**src/hw/rtl/llcfc_pkg.sv**
```systemverilog
// ----------------------------------------------------------------------------
// LLC frame check package
// Word types, CRC-24 constants and the byte-wide CRC update.
// ----------------------------------------------------------------------------
package llcfc_pkg;

    localparam logic [23:0] CRC_INIT  = 24'hFFFFFF;
    localparam logic [23:0] CRC_POLY  = 24'hAD85DD;
    localparam logic [2:0]  COUNT_MAX = 3'd4;

    localparam logic [1:0] CRC_OK    = 2'd0;
    localparam logic [1:0] CRC_BAD   = 2'd1;
    localparam logic [1:0] CRC_SHORT = 2'd2;

    localparam logic [1:0] FMT_I  = 2'd0;
    localparam logic [1:0] FMT_S  = 2'd1;
    localparam logic [1:0] FMT_UI = 2'd2;
    localparam logic [1:0] FMT_U  = 2'd3;

    typedef struct packed {
        logic [7:0] data_byte;
        logic       last_byte;
    } t_in_word;

    typedef struct packed {
        logic [1:0]  crc_verdict;
        logic        pd_error;
        logic        cr_bit;
        logic [3:0]  sapi;
        logic [1:0]  hdr_format;
        logic [8:0]  seq_number;
        logic [1:0]  low_bits;
        logic [3:0]  unnumbered_command;
        logic        poll_final;
        logic        deliver_by_sapi;
        logic [23:0] computed_fcs;
        logic [23:0] received_fcs;
    } t_out_word;

    function automatic logic [23:0] crc_byte(input logic [23:0] crc, input logic [7:0] b);
        logic [23:0] c;
        c = crc ^ {16'h0000, b};
        for (int i = 0; i < 8; i++) begin
            if (c[0]) begin
                c = (c >> 1) ^ CRC_POLY;
            end else begin
                c = c >> 1;
            end
        end
        return c;
    endfunction

endpackage

```
**src/hw/rtl/llc_frame_header_and_fcs_checker_core.sv**
```systemverilog
// ----------------------------------------------------------------------------
// LLC frame header and FCS checker
// Checks the CRC-24 frame check sequence and decodes the LLC header.
// ----------------------------------------------------------------------------
// Bytes of a frame arrive one word per cycle with a last-byte mark. Each word
// passes an input register, then the CRC and header logic, so a word is taken
// every cycle except while the last byte waits, and the result word is
// registered as the last byte leaves the input register. Only the last byte
// waits on the output register; the CRC-24 byte update sets the critical path.
// The final three bytes are the received FCS (little endian); frames under
// three bytes report the FCS as not computed.
module llc_frame_header_and_fcs_checker_core (
    input  logic                i_clk,
    input  logic                i_rst_n,
    input  logic                i_in_valid,
    output logic                o_in_ready,
    input  llcfc_pkg::t_in_word i_in_word,
    output logic                o_out_valid,
    input  logic                i_out_ready,
    output llcfc_pkg::t_out_word o_out_word,
    input  logic                i_cfg_valid,
    output logic                o_cfg_ready,
    input  logic                i_cfg_data
);
    import llcfc_pkg::*;

    logic        r_s1_vld, n_s1_vld;
    t_in_word    r_s1;
    logic        r_out_vld, n_out_vld;
    t_out_word   r_out, n_out;
    logic        r_ign_ciph;
    logic [2:0]  r_cnt, n_cnt;
    logic [7:0]  r_addr, n_addr;
    logic [15:0] r_ctrl, n_ctrl;
    logic [7:0]  r_tail [3];
    logic        go;
    logic        fin;
    logic [2:0]  cnt_new;
    logic [23:0] crc_next;
    logic [7:0]  cb;

    assign go          = r_s1_vld && (!r_s1.last_byte || !r_out_vld || i_out_ready);
    assign fin         = go && r_s1.last_byte;
    assign o_in_ready  = !r_s1_vld || go;
    assign o_cfg_ready = 1'b1;
    assign o_out_valid = r_out_vld;
    assign o_out_word  = r_out;

    llcfc_crc24 u_crc (
        .i_clk      (i_clk),
        .i_rst_n    (i_rst_n),
        .i_upd      (go && (r_cnt >= 3'd3)),
        .i_clr      (fin),
        .i_byte     (r_tail[0]),
        .o_crc_next (crc_next)
    );

    always_comb begin
        n_s1_vld = i_in_valid ? 1'b1 : (go ? 1'b0 : r_s1_vld);
        if (!o_in_ready) begin
            n_s1_vld = r_s1_vld;
        end
        n_out_vld = fin ? 1'b1 : (i_out_ready ? 1'b0 : r_out_vld);
    end

    always_comb begin
        cnt_new = (r_cnt < COUNT_MAX) ? r_cnt + 3'd1 : COUNT_MAX;
        n_addr  = (r_cnt == 3'd0) ? r_s1.data_byte : r_addr;
        n_ctrl  = r_ctrl;
        if (r_cnt == 3'd1) begin
            n_ctrl = {r_s1.data_byte, 8'h00};
        end else if (r_cnt == 3'd2) begin
            n_ctrl = {r_ctrl[15:8], r_s1.data_byte};
        end
        n_cnt = cnt_new;

        n_out = '0;
        if (cnt_new >= 3'd3) begin
            n_out.computed_fcs = ~crc_next;
            n_out.received_fcs = {r_s1.data_byte, r_tail[2], r_tail[1]};
            n_out.crc_verdict  = (n_out.computed_fcs == n_out.received_fcs) ?
                                 CRC_OK : CRC_BAD;
        end else begin
            n_out.crc_verdict = CRC_SHORT;
        end

        cb = n_ctrl[15:8];
        n_out.pd_error = n_addr[7];
        if (!n_addr[7]) begin
            n_out.cr_bit = n_addr[6];
            n_out.sapi   = n_addr[3:0];
            priority if (cb < 8'h80) begin
                n_out.hdr_format = FMT_I;
            end else if (cb < 8'hC0) begin
                n_out.hdr_format = FMT_S;
            end else if (cb < 8'hE0) begin
                n_out.hdr_format = FMT_UI;
            end else begin
                n_out.hdr_format = FMT_U;
            end
            unique case (n_out.hdr_format)
                FMT_S, FMT_UI: begin
                    n_out.seq_number = n_ctrl[10:2];
                    n_out.low_bits   = n_ctrl[1:0];
                    if (n_out.hdr_format == FMT_UI) begin
                        n_out.deliver_by_sapi = (r_ign_ciph && n_out.crc_verdict == CRC_OK)
                                                || !n_ctrl[1];
                    end
                end
                FMT_U: begin
                    n_out.unnumbered_command = cb[3:0];
                    n_out.poll_final         = cb[4];
                end
                default: begin
                end
            endcase
        end

        if (fin) begin
            n_cnt  = 3'd0;
            n_addr = 8'h00;
            n_ctrl = 16'h0000;
        end
    end

    always_ff @(posedge i_clk) begin
        if (!i_rst_n) begin
            r_s1_vld   <= 1'b0;
            r_out_vld  <= 1'b0;
            r_ign_ciph <= 1'b0;
            r_cnt      <= 3'd0;
            r_addr     <= 8'h00;
            r_ctrl     <= 16'h0000;
        end else begin
            r_s1_vld  <= n_s1_vld;
            r_out_vld <= n_out_vld;
            if (i_cfg_valid) begin
                r_ign_ciph <= i_cfg_data;
            end
            if (go) begin
                r_cnt  <= n_cnt;
                r_addr <= n_addr;
                r_ctrl <= n_ctrl;
            end
        end
    end

    always_ff @(posedge i_clk) begin
        if (i_in_valid && o_in_ready) begin
            r_s1 <= i_in_word;
        end
        if (go) begin
            r_tail[0] <= r_tail[1];
            r_tail[1] <= r_tail[2];
            r_tail[2] <= r_s1.data_byte;
        end
        if (fin) begin
            r_out <= n_out;
        end
    end

endmodule

```
**src/hw/rtl/llcfc_crc24.sv**
```systemverilog
// ----------------------------------------------------------------------------
// LLC frame check CRC-24
// Reflected CRC-24 register, one byte per update, with frame clear.
// ----------------------------------------------------------------------------
module llcfc_crc24 (
    input  logic        i_clk,
    input  logic        i_rst_n,
    input  logic        i_upd,
    input  logic        i_clr,
    input  logic [7:0]  i_byte,
    output logic [23:0] o_crc_next
);
    import llcfc_pkg::*;

    logic [23:0] r_crc;
    logic [23:0] n_crc;

    assign o_crc_next = i_upd ? crc_byte(r_crc, i_byte) : r_crc;

    always_comb begin
        n_crc = i_clr ? CRC_INIT : o_crc_next;
    end

    always_ff @(posedge i_clk) begin
        if (!i_rst_n) begin
            r_crc <= CRC_INIT;
        end else begin
            r_crc <= n_crc;
        end
    end

endmodule

```
**config.mk**
```make
export PLATFORM = sky130hd
export DESIGN_NAME = llc_frame_header_and_fcs_checker_core
export DESIGN_NICKNAME = d
export VERILOG_FILES = /design/src/hw/rtl/llcfc_pkg.sv /design/src/hw/rtl/llc_frame_header_and_fcs_checker_core.sv /design/src/hw/rtl/llcfc_crc24.sv
export SDC_FILE = /design/constraint.sdc
export NUM_CORES = 1
export LEC_CHECK = 0
export ABC_AREA = 1
export BUFFER_PORTS_ARGS = -buffer_cell sky130_fd_sc_hd__buf_4
export CAP_MARGIN = 15
export CORE_AREA = 2 2 150 152
export CTS_BUF_LIST = sky130_fd_sc_hd__clkbuf_8
export CTS_CLUSTER_DIAMETER = 100
export DETAILED_ROUTE_END_ITERATION = 7
export DIE_AREA = 0 0 152 154
export MAX_ROUTING_LAYER = met4
export SYNTH_ARGS = -nofsm -noshare
export SYNTH_HDL_FRONTEND = slang
export SYNTH_SLANG_ARGS = --single-unit
```
**constraint.sdc**
```tcl
create_clock -name i_clk -period 3.9 [get_ports i_clk]
set_clock_uncertainty 0.1 [all_clocks]
set_input_delay 0.39 -clock i_clk [delete_from_list [all_inputs] [get_ports i_clk]]
set_output_delay 0.39 -clock i_clk [all_outputs]
set_load 0.01 [all_outputs]
```
==> results.cfg <==
[run_status]
outcome = finished clean

[global_route]
global_route.usage.total_pct = 17.3
grt_antenna_before_repair = 0
first_pass_grt_wire_length_mm = 30.6
global_route.overflow_total = 0
grt_pass1_vias = 5707
largest_net_degree_at_the_start_of_global_routing = 37

[synth]
synth.cell_area_um2 = 7720
post-synth-top-area-fraction_pct = 42.0
post_synth_inst_count = 863
synth_area_in_simple_gates_pct = 29.3
synth_seq_cells = 160
yosys.area_share.xor_xnor_pct = 3.26
synth_top_cell_by_area = sky130_fd_sc_hd__edfxtp_1
syn_area_per_cell_um2 = 8.95
synth.yosys.warnings = 0
largest_cells_by_area_after_synthesis = sky130_fd_sc_hd__edfxtp_1 (42%), sky130_fd_sc_hd__dfxtp_1 (13%), sky130_fd_sc_hd__nand2_1 (11%)
main_combinational_cell_family_by_area_after_synthesis = simple AND/OR/NAND/NOR gates
synthAdderAreaFrac_pct = 0.972
mapped_nets = 884
ys_seq_area_share_pct = 55.5
synth.distinct_cells = 34
synth_mux_area_share_pct = 0
synth_compound_area_share_pct = 4.54

[min_path]
holdCritPathClass = primary input to flip-flop

[power]
power.ir.vdd_worst_mv = 0.186
power.total_mw = 3.42
power-per-cell-area_nw_per_um2 = 372
power.leakage_nw = 3.98

[timing]
timing.final.hold_violations = 0
drv_slew = 0
fmax_ghz = 0.302
setup_viol_count_final = 0
final.setup.tns_ns = 0
unrepaired_setup_endpoints_after_global_routing = no
fin_crit_ns = 3.31
setup_slack_ns = 0.591
fin_worst_hold_slack_ns = 0.0834
period_share_pct = 84.8
worst_pin_slew_ns = 0.729
max_slew_margin_pct = 51.1

[clock_network]
clkSinkCount = 160
cts_htree_levels = 4
clk_path_buf_depth = 2
clk_root_buffer_cell = sky130_fd_sc_hd__clkbuf_8
clock_insertion_delay_worst_skew_ns = 0.47
cts_buffers = 17
worst_setup_hold_path_clk_slew_ns = 0.10
cts_tree = yes
cts_setup_buffers = 0

[floorplan]
initial_core_util_pct = 35.6
dieHeight_um = 154
chipWidth_um = 152
rows = 54
io_pins = 93
design.die.area_um2 = 23400
core_region_area_um2 = 21700

[worst_setup_path]
startpoint_type = flip-flop
cp_data_required_time_ns = 4.06
end_kind = flip-flop
cp.arrival_ns = 3.47
worst_path_max_fanout = 15
worst-setup-path-type = flip-flop to flip-flop

[placement]
gp_congestion = 0.932
placed_cells = 1223
post-dp-hpwl_mm = 13.9
placement.setup.worst_slack_ns = 0.649
port_buffers = 91

[drt]
postRouteAntennaNets = 0
routedWlPerCell_um = 15.4
drt-initial-drc-count = 431
num_vias = 5979
drc_errors = 0
first_pass_detailed_route_iteration_total = 5
finalWirelength_mm = 19.5
detail_routed_via_count_per_cell = 4.73

[finish]
layout.nets = 992
final_cells = 1264
most-common-layout-cells = sky130_fd_sc_hd__nand2_1 (232), sky130_fd_sc_hd__edfxtp_1 (108), sky130_fd_sc_hd__buf_4 (103), sky130_fd_sc_hd__nor2_1 (96), sky130_fd_sc_hd__inv_1 (94)
final_layout_size_suffix_gt1_share_pct = 21.2
ant_cells = 0
commonest_non_fill_non_tap_cell_in_the_layout = sky130_fd_sc_hd__nand2_1
area_growth_pct = 19.0

[job]
maxCapViolations = 0
## synthesized netlist by cell type
master	n
sky130_fd_sc_hd__nand2_1	232
sky130_fd_sc_hd__edfxtp_1	108
sky130_fd_sc_hd__nor2_1	96
sky130_fd_sc_hd__inv_1	95
sky130_fd_sc_hd__nand3_1	59
sky130_fd_sc_hd__dfxtp_1	52
sky130_fd_sc_hd__a21oi_1	34
sky130_fd_sc_hd__nand2_2	22
sky130_fd_sc_hd__xor2_1	21
sky130_fd_sc_hd__o21ai_0	19
sky130_fd_sc_hd__clkbuf_1	16
sky130_fd_sc_hd__nand2_4	14
sky130_fd_sc_hd__o22ai_1	12
sky130_fd_sc_hd__nand3_2	11
sky130_fd_sc_hd__or2_2	10
sky130_fd_sc_hd__nor3_1	9
sky130_fd_sc_hd__nor4_1	8
sky130_fd_sc_hd__ha_1	6
sky130_fd_sc_hd__nand3_4	5
sky130_fd_sc_hd__inv_2	4
sky130_fd_sc_hd__nand3b_1	4
sky130_fd_sc_hd__xnor2_1	4
sky130_fd_sc_hd__buf_6	3
sky130_fd_sc_hd__clkinv_1	3
sky130_fd_sc_hd__nor2_2	3
sky130_fd_sc_hd__buf_1	2
sky130_fd_sc_hd__buf_4	2
sky130_fd_sc_hd__nor2_4	2
sky130_fd_sc_hd__o21ai_1	2
sky130_fd_sc_hd__conb_1	1
sky130_fd_sc_hd__nand4_1	1
sky130_fd_sc_hd__or2_1	1
sky130_fd_sc_hd__xnor2_2	1
sky130_fd_sc_hd__xor2_2	1
## flip-flops by register name, summed over array words and instances, names as in the netlist
name         count
o_out_word      75
r_tail          24
r_addr           6
r_ign_ciph       1
o_out_valid      1
r_cnt            3
r_s1_vld         1
u_crc.r_crc     24
r_ctrl          16
r_s1             9
## final cells by class
type	count	area, µm²
fill	2135	12500
sequential	160	4280
multi-input combinational	578	2940
timing repair buffer	112	863
inverter	102	383
tap	280	350
clock buffer	18	248
clock inverter	14	119
## worst max-delay path, cell delays in order, from the launching register on
cell and delay, ns:
sky130_fd_sc_hd__dfxtp_1 0.40, sky130_fd_sc_hd__inv_1 0.09, sky130_fd_sc_hd__ha_1 0.18, sky130_fd_sc_hd__nand2_1 0.35, sky130_fd_sc_hd__clkinv_1 0.39, sky130_fd_sc_hd__nand2_1 0.16
sky130_fd_sc_hd__o21ai_0 0.16, sky130_fd_sc_hd__a21oi_1 0.20, sky130_fd_sc_hd__inv_1 0.09, sky130_fd_sc_hd__ha_1 0.28, sky130_fd_sc_hd__or2_2 0.42, sky130_fd_sc_hd__nor4_1 0.29
## power by group
group          total [mW]  switching [mW]  internal, mW
combinational       0.370           0.244         0.125
clock                1.17           0.684         0.481
sequential           1.88          0.0313          1.85
## per-stage QoR
step / utilization (%) / cell area, µm²
2_1_floorplan: - / 7720
3_3_place_gp: 40.3 / 8730
3_5_place_dp: 40.3 / 8730
4_1_cts: 42.4 / 9190
5_1_grt: 42.4 / 9190
6_report: 42.4 / 9190
## layer usage
layer  wire [µm]  vias up  GRT usage [%]
met5           0        -              -
met2        9350      150           28.1
met4         395        0           5.47
met1        8800     2786           21.6
met3         946       28           3.89
li1            -     3015              -
## logic make-up after synthesis
kind of cell,count (synthesis)
flops,160
buf+inv,125
xor+xnor,27
fa+ha+maj,6
simple gates,477
compound gates,67
other cells,1
## path summary, 6_finish.rpt
path / from / to / slack (ns) / cells after the start
worst max-delay path: r_cnt[1] / o_out_word[56] / 0.59 / 11
worst min-delay path: i_cfg_data / r_ign_ciph / 0.08 / 3
worst max register to register: r_cnt[1] / o_out_word[56] / 0.59 / 11
worst min register to register: r_ctrl[15] / r_ctrl[15] / 0.37 / 2
## timing repair
item / in CTS / in global routing
hold endpoints to repair: 9 / 0
hold buffers: 9 / 0
resized for setup: 0 / 0
(Power assumes the default switching activity.)
